File: src/rtl/fbd_pkg.sv
// shared types, constants and tables for the fractional baud divisor
package fbd_pkg;

    // field and register widths
    localparam int RATE_BITS = 24;
    localparam int BAUD_W    = 24;
    localparam int BASE_W    = 24;
    localparam int LIM_W     = 18;
    localparam int CODE_W    = 16;
    localparam int INT_W     = 14;
    localparam int FRAC_W    = 2;

    // divider geometry: dividend is base clock times sixteen
    localparam int DIV_W      = BASE_W + 4;
    localparam int DIV_STEP   = 2;
    localparam int DIV_STAGES = DIV_W / DIV_STEP;
    localparam int RND_W      = DIV_W + 1;

    // tolerance arithmetic widths
    localparam int PROD_W = RATE_BITS + LIM_W;
    localparam int SCL_W  = PROD_W + 7;
    localparam int ATH_W  = DIV_W + 7;

    // config register indexes
    localparam int CFG_IDX_W = 2;
    localparam logic [CFG_IDX_W-1:0] REG_BASE_CLOCK = 2'd0;
    localparam logic [CFG_IDX_W-1:0] REG_DIV_MIN    = 2'd1;
    localparam logic [CFG_IDX_W-1:0] REG_DIV_MAX    = 2'd2;

    // config reset values
    localparam logic [BASE_W-1:0] BASE_CLOCK_RST = BASE_W'(3000000);
    localparam logic [LIM_W-1:0]  DIV_MIN_RST    = LIM_W'(32);
    localparam logic [LIM_W-1:0]  DIV_MAX_RST    = LIM_W'(262136);

    // windows around the dedicated rates
    localparam logic [RATE_BITS-1:0] NEAR3M_LO = RATE_BITS'(3000000 * 100 / 103);
    localparam logic [RATE_BITS-1:0] NEAR3M_HI = RATE_BITS'(3000000 * 100 / 97);
    localparam logic [RATE_BITS-1:0] NEAR2M_LO = RATE_BITS'(2000000 * 100 / 103);
    localparam logic [RATE_BITS-1:0] NEAR2M_HI = RATE_BITS'(2000000 * 100 / 97);

    // request kinds
    localparam logic [1:0] KIND_CALC   = 2'd0;
    localparam logic [1:0] KIND_ZERO   = 2'd1;
    localparam logic [1:0] KIND_NEAR3M = 2'd2;
    localparam logic [1:0] KIND_NEAR2M = 2'd3;

    // fixed codes for the dedicated rates
    localparam logic [CODE_W-1:0] CODE_3M = CODE_W'(0);
    localparam logic [CODE_W-1:0] CODE_2M = CODE_W'(1);

    // fraction field codes
    localparam logic [FRAC_W-1:0] FRAC_NONE    = 2'd0;
    localparam logic [FRAC_W-1:0] FRAC_HALF    = 2'd1;
    localparam logic [FRAC_W-1:0] FRAC_QUARTER = 2'd2;
    localparam logic [FRAC_W-1:0] FRAC_EIGHTH  = 2'd3;

    // tolerance scale
    localparam logic [SCL_W-1:0] TOL_HI_ADD = SCL_W'(103);

    // what travels alongside each beat
    typedef struct packed {
        logic [1:0]           kind;
        logic [RATE_BITS-1:0] rate;
    } fbd_side_t;

    // power-of-two rounding of the low four divisor bits
    function automatic logic [4:0] round_lsb(input logic [3:0] lsb);
        logic [4:0] r;
        case (lsb)
            4'd0:                      r = 5'd0;
            4'd1, 4'd2:                r = 5'd2;
            4'd3, 4'd4, 4'd5:          r = 5'd4;
            4'd6, 4'd7, 4'd8, 4'd9,
            4'd10, 4'd11:              r = 5'd8;
            default:                   r = 5'd16;
        endcase
        return r;
    endfunction

endpackage

File: src/rtl/fbd_div.sv
// pipelined restoring divider, two quotient bits per stage
module fbd_div (
    input  logic                         aclk,
    input  logic                         aresetn,
    input  logic                         in_valid,
    output logic                         in_ready,
    input  fbd_pkg::fbd_side_t           in_side,
    input  logic [fbd_pkg::DIV_W-1:0]    in_dividend,
    output logic                         out_valid,
    input  logic                         out_ready,
    output fbd_pkg::fbd_side_t           out_side,
    output logic [fbd_pkg::DIV_W-1:0]    out_quot
);

    localparam int NS = fbd_pkg::DIV_STAGES;
    localparam int RW = fbd_pkg::RATE_BITS;
    localparam int DW = fbd_pkg::DIV_W;

    logic                 vld_reg  [NS];
    logic [RW-1:0]        rem_reg  [NS];
    logic [DW-1:0]        num_reg  [NS];
    fbd_pkg::fbd_side_t   side_reg [NS];

    logic                 stg_vld  [NS];
    logic [RW-1:0]        stg_rem  [NS];
    logic [DW-1:0]        stg_num  [NS];
    fbd_pkg::fbd_side_t   stg_side [NS];

    logic [RW-1:0]        rem_next [NS];
    logic [DW-1:0]        num_next [NS];

    logic [NS:0]          en;

    assign en[NS]   = out_ready;
    assign in_ready = en[0];

    for (genvar k = 0; k < NS; k++) begin : g_stage
        // stage advance: empty or downstream moving
        assign en[k] = ~vld_reg[k] | en[k+1];

        // stage input select
        if (k == 0) begin : g_first
            assign stg_vld[k]  = in_valid;
            assign stg_rem[k]  = '0;
            assign stg_num[k]  = in_dividend;
            assign stg_side[k] = in_side;
        end else begin : g_next
            assign stg_vld[k]  = vld_reg[k-1];
            assign stg_rem[k]  = rem_reg[k-1];
            assign stg_num[k]  = num_reg[k-1];
            assign stg_side[k] = side_reg[k-1];
        end

        // shift-subtract steps, quotient bits shift in at the bottom
        always_comb begin : div_step
            logic [RW:0]   trial;
            logic [RW-1:0] r;
            logic [DW-1:0] n;
            r = stg_rem[k];
            n = stg_num[k];
            for (int j = 0; j < fbd_pkg::DIV_STEP; j++) begin
                trial = {r, n[DW-1]} - {1'b0, stg_side[k].rate};
                if (!trial[RW]) begin
                    r = trial[RW-1:0];
                end else begin
                    r = {r[RW-2:0], n[DW-1]};
                end
                n = {n[DW-2:0], ~trial[RW]};
            end
            rem_next[k] = r;
            num_next[k] = n;
        end

        // valid bit
        always_ff @(posedge aclk) begin
            if (!aresetn) begin
                vld_reg[k] <= 1'b0;
            end else if (en[k]) begin
                vld_reg[k] <= stg_vld[k];
            end
        end

        // payload
        always_ff @(posedge aclk) begin
            if (en[k] && stg_vld[k]) begin
                rem_reg[k]  <= rem_next[k];
                num_reg[k]  <= num_next[k];
                side_reg[k] <= stg_side[k];
            end
        end
    end

    assign out_valid = vld_reg[NS-1];
    assign out_side  = side_reg[NS-1];
    assign out_quot  = num_reg[NS-1];

endmodule

File: src/rtl/fbd_rnd.sv
// rounding of the low divisor bits and clamp to the configured limits
module fbd_rnd (
    input  logic                         aclk,
    input  logic                         aresetn,
    input  logic                         in_valid,
    output logic                         in_ready,
    input  fbd_pkg::fbd_side_t           in_side,
    input  logic [fbd_pkg::DIV_W-1:0]    in_quot,
    input  logic [fbd_pkg::LIM_W-1:0]    divisor_min,
    input  logic [fbd_pkg::LIM_W-1:0]    divisor_max,
    output logic                         out_valid,
    input  logic                         out_ready,
    output fbd_pkg::fbd_side_t           out_side,
    output logic [fbd_pkg::LIM_W-1:0]    out_div
);

    localparam int RW = fbd_pkg::RND_W;
    localparam int DW = fbd_pkg::DIV_W;
    localparam int LW = fbd_pkg::LIM_W;

    logic               vld_reg;
    fbd_pkg::fbd_side_t side_reg;
    logic [LW-1:0]      div_reg;

    logic [RW-1:0]      rounded;
    logic [LW-1:0]      div_next;
    logic               en;

    assign en       = ~vld_reg | out_ready;
    assign in_ready = en;

    // round the sixteenths, carry goes into the integer part
    assign rounded = {1'b0, in_quot[DW-1:4], 4'b0000}
                   + RW'(fbd_pkg::round_lsb(in_quot[3:0]));

    // floor first, then ceiling
    always_comb begin
        if (rounded < RW'(divisor_min)) begin
            div_next = divisor_min;
        end else if (rounded > RW'(divisor_max)) begin
            div_next = divisor_max;
        end else begin
            div_next = rounded[LW-1:0];
        end
    end

    always_ff @(posedge aclk) begin
        if (!aresetn) begin
            vld_reg <= 1'b0;
        end else if (en) begin
            vld_reg <= in_valid;
        end
    end

    always_ff @(posedge aclk) begin
        if (en && in_valid) begin
            side_reg <= in_side;
            div_reg  <= div_next;
        end
    end

    assign out_valid = vld_reg;
    assign out_side  = side_reg;
    assign out_div   = div_reg;

endmodule

File: src/rtl/fbd_tol.sv
// rate times divisor, tolerance window check and code packing
module fbd_tol (
    input  logic                          aclk,
    input  logic                          aresetn,
    input  logic                          in_valid,
    output logic                          in_ready,
    input  fbd_pkg::fbd_side_t            in_side,
    input  logic [fbd_pkg::LIM_W-1:0]     in_div,
    input  logic [fbd_pkg::ATH_W-1:0]     tol_ref,
    output logic                          out_valid,
    input  logic                          out_ready,
    output logic                          out_rate_ok,
    output logic [fbd_pkg::CODE_W-1:0]    out_code
);

    localparam int PW = fbd_pkg::PROD_W;
    localparam int SW = fbd_pkg::SCL_W;
    localparam int LW = fbd_pkg::LIM_W;
    localparam int CW = fbd_pkg::CODE_W;

    // product stage
    logic          mul_vld_reg;
    logic [1:0]    mul_kind_reg;
    logic [LW-1:0] mul_div_reg;
    logic [PW-1:0] mul_prod_reg;

    // scale stage
    logic          scl_vld_reg;
    logic [1:0]    scl_kind_reg;
    logic [LW-1:0] scl_div_reg;
    logic [SW-1:0] scl_p97_reg;
    logic [SW-1:0] scl_p6_reg;

    // output stage
    logic          out_vld_reg;
    logic          ok_reg;
    logic [CW-1:0] code_reg;

    logic          en_mul;
    logic          en_scl;
    logic          en_out;
    logic [SW-1:0] prod_ext;
    logic [SW-1:0] p103;
    logic [SW-1:0] ref_ext;
    logic          in_window;
    logic [fbd_pkg::FRAC_W-1:0] frac;
    logic          ok_next;
    logic [CW-1:0] code_next;

    assign en_out   = ~out_vld_reg | out_ready;
    assign en_scl   = ~scl_vld_reg | en_out;
    assign en_mul   = ~mul_vld_reg | en_scl;
    assign in_ready = en_mul;

    // valid bits
    always_ff @(posedge aclk) begin
        if (!aresetn) begin
            mul_vld_reg <= 1'b0;
            scl_vld_reg <= 1'b0;
            out_vld_reg <= 1'b0;
        end else begin
            if (en_mul) begin
                mul_vld_reg <= in_valid;
            end
            if (en_scl) begin
                scl_vld_reg <= mul_vld_reg;
            end
            if (en_out) begin
                out_vld_reg <= scl_vld_reg;
            end
        end
    end

    // rate times divisor
    always_ff @(posedge aclk) begin
        if (en_mul && in_valid) begin
            mul_kind_reg <= in_side.kind;
            mul_div_reg  <= in_div;
            mul_prod_reg <= PW'(in_side.rate) * PW'(in_div);
        end
    end

    // times 97, and times 6 plus 103 for the low bound
    assign prod_ext = SW'(mul_prod_reg);

    always_ff @(posedge aclk) begin
        if (en_scl && mul_vld_reg) begin
            scl_kind_reg <= mul_kind_reg;
            scl_div_reg  <= mul_div_reg;
            scl_p97_reg  <= (prod_ext << 6) + (prod_ext << 5) + prod_ext;
            scl_p6_reg   <= (prod_ext << 2) + (prod_ext << 1) + fbd_pkg::TOL_HI_ADD;
        end
    end

    // window: 103 * (prod + 1) > ref and 97 * prod <= ref
    assign ref_ext   = SW'(tol_ref);
    assign p103      = scl_p97_reg + scl_p6_reg;
    assign in_window = (p103 > ref_ext) && (scl_p97_reg <= ref_ext);

    // fraction priority: half, quarter, eighth
    always_comb begin
        if (scl_div_reg[3]) begin
            frac = fbd_pkg::FRAC_HALF;
        end else if (scl_div_reg[2]) begin
            frac = fbd_pkg::FRAC_QUARTER;
        end else if (scl_div_reg[1]) begin
            frac = fbd_pkg::FRAC_EIGHTH;
        end else begin
            frac = fbd_pkg::FRAC_NONE;
        end
    end

    // final result by request kind
    always_comb begin
        case (scl_kind_reg)
            fbd_pkg::KIND_ZERO: begin
                ok_next   = 1'b0;
                code_next = '0;
            end
            fbd_pkg::KIND_NEAR3M: begin
                ok_next   = 1'b1;
                code_next = fbd_pkg::CODE_3M;
            end
            fbd_pkg::KIND_NEAR2M: begin
                ok_next   = 1'b1;
                code_next = fbd_pkg::CODE_2M;
            end
            default: begin
                ok_next   = in_window;
                code_next = in_window ? {frac, scl_div_reg[LW-1:4]} : '0;
            end
        endcase
    end

    always_ff @(posedge aclk) begin
        if (en_out && scl_vld_reg) begin
            ok_reg   <= ok_next;
            code_reg <= code_next;
        end
    end

    assign out_valid   = out_vld_reg;
    assign out_rate_ok = ok_reg;
    assign out_code    = code_reg;

    // rejected beats carry a zero code
    a_reject_zero: assert property (@(posedge aclk) disable iff (!aresetn)
        out_vld_reg && !ok_reg |-> code_reg == '0)
        else $error("rejected result with nonzero code");

    // a stalled output stage holds the beat behind it
    a_scale_hold: assert property (@(posedge aclk) disable iff (!aresetn)
        out_vld_reg && !out_ready && scl_vld_reg |=> scl_vld_reg && $stable(scl_p97_reg))
        else $error("scale stage lost a beat under stall");

    // an empty output stage always takes the waiting beat
    a_out_fill: assert property (@(posedge aclk) disable iff (!aresetn)
        !out_vld_reg && scl_vld_reg |=> out_vld_reg)
        else $error("output stage failed to take a beat");

endmodule

File: src/rtl/fractional_baud_divisor_top.sv
// top level: config registers, request classify stage and pipeline hookup
// throughput: one request per cycle while m_ready does not back-pressure the output,
//   set by the 14-stage divider pipeline that retires two quotient bits per stage
// reset: synchronous active-low aresetn clears all pipeline valids and
//   loads base clock 3000000, divisor min 32 and divisor max 262136
module fractional_baud_divisor_top (
    input  logic                                aclk,
    input  logic                                aresetn,
    input  logic                                cfg_we,
    input  logic [fbd_pkg::CFG_IDX_W-1:0]       cfg_addr,
    input  logic [fbd_pkg::BASE_W-1:0]          cfg_wdata,
    input  logic                                s_valid,
    output logic                                s_ready,
    input  logic [fbd_pkg::BAUD_W-1:0]          s_baud_rate,
    output logic                                m_valid,
    input  logic                                m_ready,
    output logic                                m_rate_ok,
    output logic [fbd_pkg::CODE_W-1:0]          m_divisor_code
);

    localparam int RW = fbd_pkg::RATE_BITS;
    localparam int AW = fbd_pkg::ATH_W;

    logic [fbd_pkg::BASE_W-1:0] base_clock_reg;
    logic [fbd_pkg::LIM_W-1:0]  div_min_reg;
    logic [fbd_pkg::LIM_W-1:0]  div_max_reg;
    logic [AW-1:0]              tol_ref_reg;

    logic                       in_vld_reg;
    fbd_pkg::fbd_side_t         in_side_reg;
    logic [fbd_pkg::DIV_W-1:0]  in_dvd_reg;

    logic [RW-1:0]              rate;
    logic [1:0]                 kind_next;
    logic [AW-1:0]              ref16;

    logic                       div_ready;
    logic                       div_valid;
    fbd_pkg::fbd_side_t         div_side;
    logic [fbd_pkg::DIV_W-1:0]  div_quot;

    logic                       rnd_ready;
    logic                       rnd_valid;
    fbd_pkg::fbd_side_t         rnd_side;
    logic [fbd_pkg::LIM_W-1:0]  rnd_div;

    logic                       tol_ready;
    logic                       in_en;

    // config writes
    always_ff @(posedge aclk) begin
        if (!aresetn) begin
            base_clock_reg <= fbd_pkg::BASE_CLOCK_RST;
            div_min_reg    <= fbd_pkg::DIV_MIN_RST;
            div_max_reg    <= fbd_pkg::DIV_MAX_RST;
        end else if (cfg_we) begin
            case (cfg_addr)
                fbd_pkg::REG_BASE_CLOCK: base_clock_reg <= cfg_wdata;
                fbd_pkg::REG_DIV_MIN:    div_min_reg    <= cfg_wdata[fbd_pkg::LIM_W-1:0];
                fbd_pkg::REG_DIV_MAX:    div_max_reg    <= cfg_wdata[fbd_pkg::LIM_W-1:0];
                default: ;
            endcase
        end
    end

    // tolerance reference: sixteen times base clock, times 100
    assign ref16 = AW'(base_clock_reg) << 4;

    always_ff @(posedge aclk) begin
        tol_ref_reg <= (ref16 << 6) + (ref16 << 5) + (ref16 << 2);
    end

    // classify the request rate
    assign rate = s_baud_rate[RW-1:0];

    always_comb begin
        if (rate == '0) begin
            kind_next = fbd_pkg::KIND_ZERO;
        end else if (rate >= fbd_pkg::NEAR3M_LO && rate <= fbd_pkg::NEAR3M_HI) begin
            kind_next = fbd_pkg::KIND_NEAR3M;
        end else if (rate >= fbd_pkg::NEAR2M_LO && rate <= fbd_pkg::NEAR2M_HI) begin
            kind_next = fbd_pkg::KIND_NEAR2M;
        end else begin
            kind_next = fbd_pkg::KIND_CALC;
        end
    end

    // input stage
    assign in_en   = ~in_vld_reg | div_ready;
    assign s_ready = in_en;

    always_ff @(posedge aclk) begin
        if (!aresetn) begin
            in_vld_reg <= 1'b0;
        end else if (in_en) begin
            in_vld_reg <= s_valid;
        end
    end

    always_ff @(posedge aclk) begin
        if (in_en && s_valid) begin
            in_side_reg.kind <= kind_next;
            in_side_reg.rate <= rate;
            in_dvd_reg       <= {base_clock_reg, 4'b0000};
        end
    end

    fbd_div u_div (
        .aclk        (aclk),
        .aresetn     (aresetn),
        .in_valid    (in_vld_reg),
        .in_ready    (div_ready),
        .in_side     (in_side_reg),
        .in_dividend (in_dvd_reg),
        .out_valid   (div_valid),
        .out_ready   (rnd_ready),
        .out_side    (div_side),
        .out_quot    (div_quot)
    );

    fbd_rnd u_rnd (
        .aclk        (aclk),
        .aresetn     (aresetn),
        .in_valid    (div_valid),
        .in_ready    (rnd_ready),
        .in_side     (div_side),
        .in_quot     (div_quot),
        .divisor_min (div_min_reg),
        .divisor_max (div_max_reg),
        .out_valid   (rnd_valid),
        .out_ready   (tol_ready),
        .out_side    (rnd_side),
        .out_div     (rnd_div)
    );

    fbd_tol u_tol (
        .aclk        (aclk),
        .aresetn     (aresetn),
        .in_valid    (rnd_valid),
        .in_ready    (tol_ready),
        .in_side     (rnd_side),
        .in_div      (rnd_div),
        .tol_ref     (tol_ref_reg),
        .out_valid   (m_valid),
        .out_ready   (m_ready),
        .out_rate_ok (m_rate_ok),
        .out_code    (m_divisor_code)
    );

endmodule

File: config.mk
export PLATFORM = sky130hd
export DESIGN_NAME = fractional_baud_divisor_top
export DESIGN_NICKNAME = d
export VERILOG_FILES = /design/src/rtl/fbd_pkg.sv /design/src/rtl/fbd_div.sv /design/src/rtl/fbd_rnd.sv /design/src/rtl/fbd_tol.sv /design/src/rtl/fractional_baud_divisor_top.sv
export SDC_FILE = /design/constraint.sdc
export NUM_CORES = 2
export LEC_CHECK = 0
export ABC_AREA = 1
export BUFFER_PORTS_ARGS = -buffer_cell sky130_fd_sc_hd__buf_2
export CORE_UTILIZATION = 62
export DETAILED_ROUTE_END_ITERATION = 6
export GPL_ROUTABILITY_DRIVEN = 0
export PLACE_DENSITY = 0.8
export SYNTH_ARGS = -nofsm -noshare
export SYNTH_HDL_FRONTEND = slang
export SYNTH_SLANG_ARGS = --single-unit
File: constraint.sdc
create_clock -name aclk -period 7.6 [get_ports aclk]
set_input_delay 0 -clock aclk [delete_from_list [all_inputs] [get_ports aclk]]
set_output_delay 0 -clock aclk [all_outputs]
set_load 0.1 [all_outputs]
==> results.toml <==
[final_layout]
layoutNonFillerInstCount = 15700
largest_register_ffs = 364
fillers = 13500
fin_nets = 14700
syn_to_final_growth_pct = 8.00
drive_gt1_share_pct = 4.37

[floorplanning]
row_count = 155
die_y_um = 426
io_pins = 74
die_x_um = 426
die_area_mm2 = 0.182
start_util_pct = 62.5
fp.coreArea_mm2 = 0.179

[synthesis]
synth_top_area_share_pct = 35.4
syn_avg_cell_area_um2 = 8.56
yosysMostFrequentCell = "nand2_1"
synth_top_area_cell = "edfxtp_1"
synthXorXnorAreaFrac_pct = 5.88
syn_inst = 13000
ys_seq_area_share_pct = 37.1
synth_warnings = 0
synth_commonest_cells = "2979 x nand2_1, 1952 x inv_1, 1316 x edfxtp_1"
synthAdderAreaFrac_pct = 19.3
synth_area_mm2 = 0.112
synth-edff-count = 1316
synth_top_family_by_area = "adder cells"
synthFlopType = "edfxtp_1"
synth_seq_cells = 1411
synthTopCellsByArea = "edfxtp_1 35%, ha_1 11%, nand2_1 10%, fa_1 7.9%, inv_1 6.6%"
synth.area.mux_share_pct = 0.0202
synthSimpleGateAreaFrac_pct = 18.1
async_flop_share_pct = 0
synth_compound_area_share_pct = 11.8
yosysUniqueCellTypes = 81

[placed_design]
dpl_worst_slack_ns = 0.838
placedCellCount = 15300
dpl.hpwl_mm = 253
io_buffers = 73

[timing]
fin_tns_setup_ns = 0
hold_viol = 0
hold_slack_ns = 0.0377
fin_skew_ns = 0.0508
clock.fmax_ghz = 0.146
slew_headroom_pct = 9.32
period_minus_slack_ns = 6.86
setup_violations = 0
fin_crit_sh_pct = 90.3
worstMarginPinSlew_ns = 1.36
drv_slew = 0
rsz0062_at_grt = "false"
worst_slack_ns = 0.740

[setup_path]
worstReg2RegEnd = "u_tol.mul_prod_reg[37]"
crit_type = "reg2reg"
ff2ff_path_depth = 22
r2r-start = "u_rnd.out_div[12]"
required_ns = 8.17
worst_setup_path_start_kind = "register"
crit_path_max_fanout = 25
startpoint = "u_rnd.out_div[12]"
r2r_setup_slack_ns = 0.74
cp-end-kind = "register"
crit_end = "u_tol.mul_prod_reg[37]"
worstPathArrival_ns = 7.43

[status]
status = "finished, violations left"
violations = "design-rule violations"

[pwr]
ir_drop_mv = 0.253
leakage_nw = 54.6
p_sw_mw = 5.29
comb_power_share_pct = 15.1
powerDensity_mw_per_mm2 = 162
intPower_mw = 14.3
p_seq_share_pct = 45.1
p_sw_share_pct = 27.0
power.clock.fraction_pct = 39.8

[global_routing]
overflow = 0
grt_pass1_vias = 94600
track_usage_pct = 35.7
grt_pass1_wl_mm = 507
grt_start_max_net_pins = 75
antenna_found_initial = 7

[clock_tree]
clockBufferDepth = 3
cts.sinks = 1411
cts_resized = 0
clk_pin_slew_worst_paths_ns = 0.06
cts_made_buffers = 149
cts_tree = "done"
htree_levels = 4
clock-root-buffer = "clkbuf_16"
clkLatencyLatePin_ns = 0.84

[detailed_routing]
wire_per_inst_um = 20.9
drt-initial-drc-count = 11200
drc = 26
viasPerCell = 6.13
ant_nets = 0
drtPass1Iterations = 7
via_count = 96100
wl_mm = 327

[hold_path]
min_path_type = "in2reg"
hold_depth = 4

[flow_run]
cap_viol_max_count = 0
critical path, stage by stage (launching register included):
cell,delay [ns]
edfxtp_1,1.11
nand2_1,0.23
fa_1,0.62
inv_1,0.06
fa_1,0.56
fa_1,0.44
fa_1,0.49
fa_1,0.49
inv_1,0.05
fa_1,0.47
inv_1,0.04
ha_1,0.35
a21oi_1,0.21
inv_1,0.07
a31oi_1,0.14
a21boi_0,0.35
o21ai_0,0.22
a21boi_1,0.26
o21ai_0,0.17
nand2_1,0.11
nand2_1,0.05
nand2_1,0.06
nand2_1,0.04
logic make-up after synthesis:
| family | Yosys count |
|---|---|
| and+or+nand+nor | 4804 |
| AOI/OAI and AO/OA | 2394 |
| buffers and inverters | 2215 |
| adders and majority gates | 1458 |
| DFF | 1411 |
| xor gates and xnor gates | 747 |
| muxes | 2 |
| other | 1 |
worst min path at each step:
stage                          from            endpoint  slack, ns
floorplan            s_baud_rate[0]      in_side_reg[0]        0.1
global placement    s_baud_rate[22]     in_side_reg[22]       0.20
detailed placement  s_baud_rate[23]     in_side_reg[23]       0.20
CTS                   cfg_wdata[22]  base_clock_reg[22]      0.004
global route          cfg_wdata[22]  base_clock_reg[22]       0.06
finish                cfg_wdata[22]  base_clock_reg[22]       0.04
power groups by stage:
stage | Clock [mW] | Combinational [mW] | Sequential (mW)
after global placement | 0 | 2.67 | 8.97
final | 7.77 | 2.95 | 8.82
after CTS | 7.82 | 2.85 | 8.81
after detailed placement | 0 | 2.78 | 8.97
after global routing | 8.11 | 3.25 | 8.83
after floorplan | 0 | 2.13 | 8.89
final cells by class:
type                       count  area (um^2)  area share [%]
antenna                        2         5.00         0.00415
clock buffer                 177         3940            3.27
clock inverter                97         1220            1.02
inverter                    1975         7420            6.16
multi-input combinational   9416        61700            51.2
sequential                  1411        41400            34.4
tap                         2355         2950            2.44
timing repair buffer         238         1880            1.56
layout by cell type (no fill, tap or decap), drive strengths merged, types with 98 or more instances in the layout:
cell type / instances
nand4: 141
xor2: 430
dlygate4sd3: 109
o21bai: 98
xnor2: 317
nor3: 163
nor2: 805
clkbuf: 177
fa: 441
edfxtp: 1316
nand2: 3031
inv: 1979
buf: 129
a21oi: 1014
nand3: 509
o21ai: 902
ha: 1017
metrics by stage:
| stage | instance area (um^2) | util (%) | power [mW] |
|---|---|---|---|
| 2_1_floorplan | 112000 | - | 11.0 |
| 3_3_place_gp | 114000 | 64.0 | 11.6 |
| 3_5_place_dp | 114000 | 64.0 | 11.8 |
| 4_1_cts | 121000 | 67.5 | 19.5 |
| 5_1_grt | 121000 | 67.5 | 20.2 |
| 6_report | 121000 | 67.5 | 19.5 |
per-layer routing:
layer	global-route usage (%)	vias up	wire [um]	part of all wire [%]
li1	-	43900	-	-
met1	42.8	44800	118000	36
met2	56.3	5760	145000	44
met5	0	-	56	0.017
met3	7.70	1652	34300	10
met4	27.3	8	29500	9.0
repair_timing:
action                                 4_1_cts  5_1_grt
buffers inserted                             0        0
hold buffers                               109        0
endpoints found under the hold margin      121        0
Note: power is estimated with default switching activity, not from simulation.
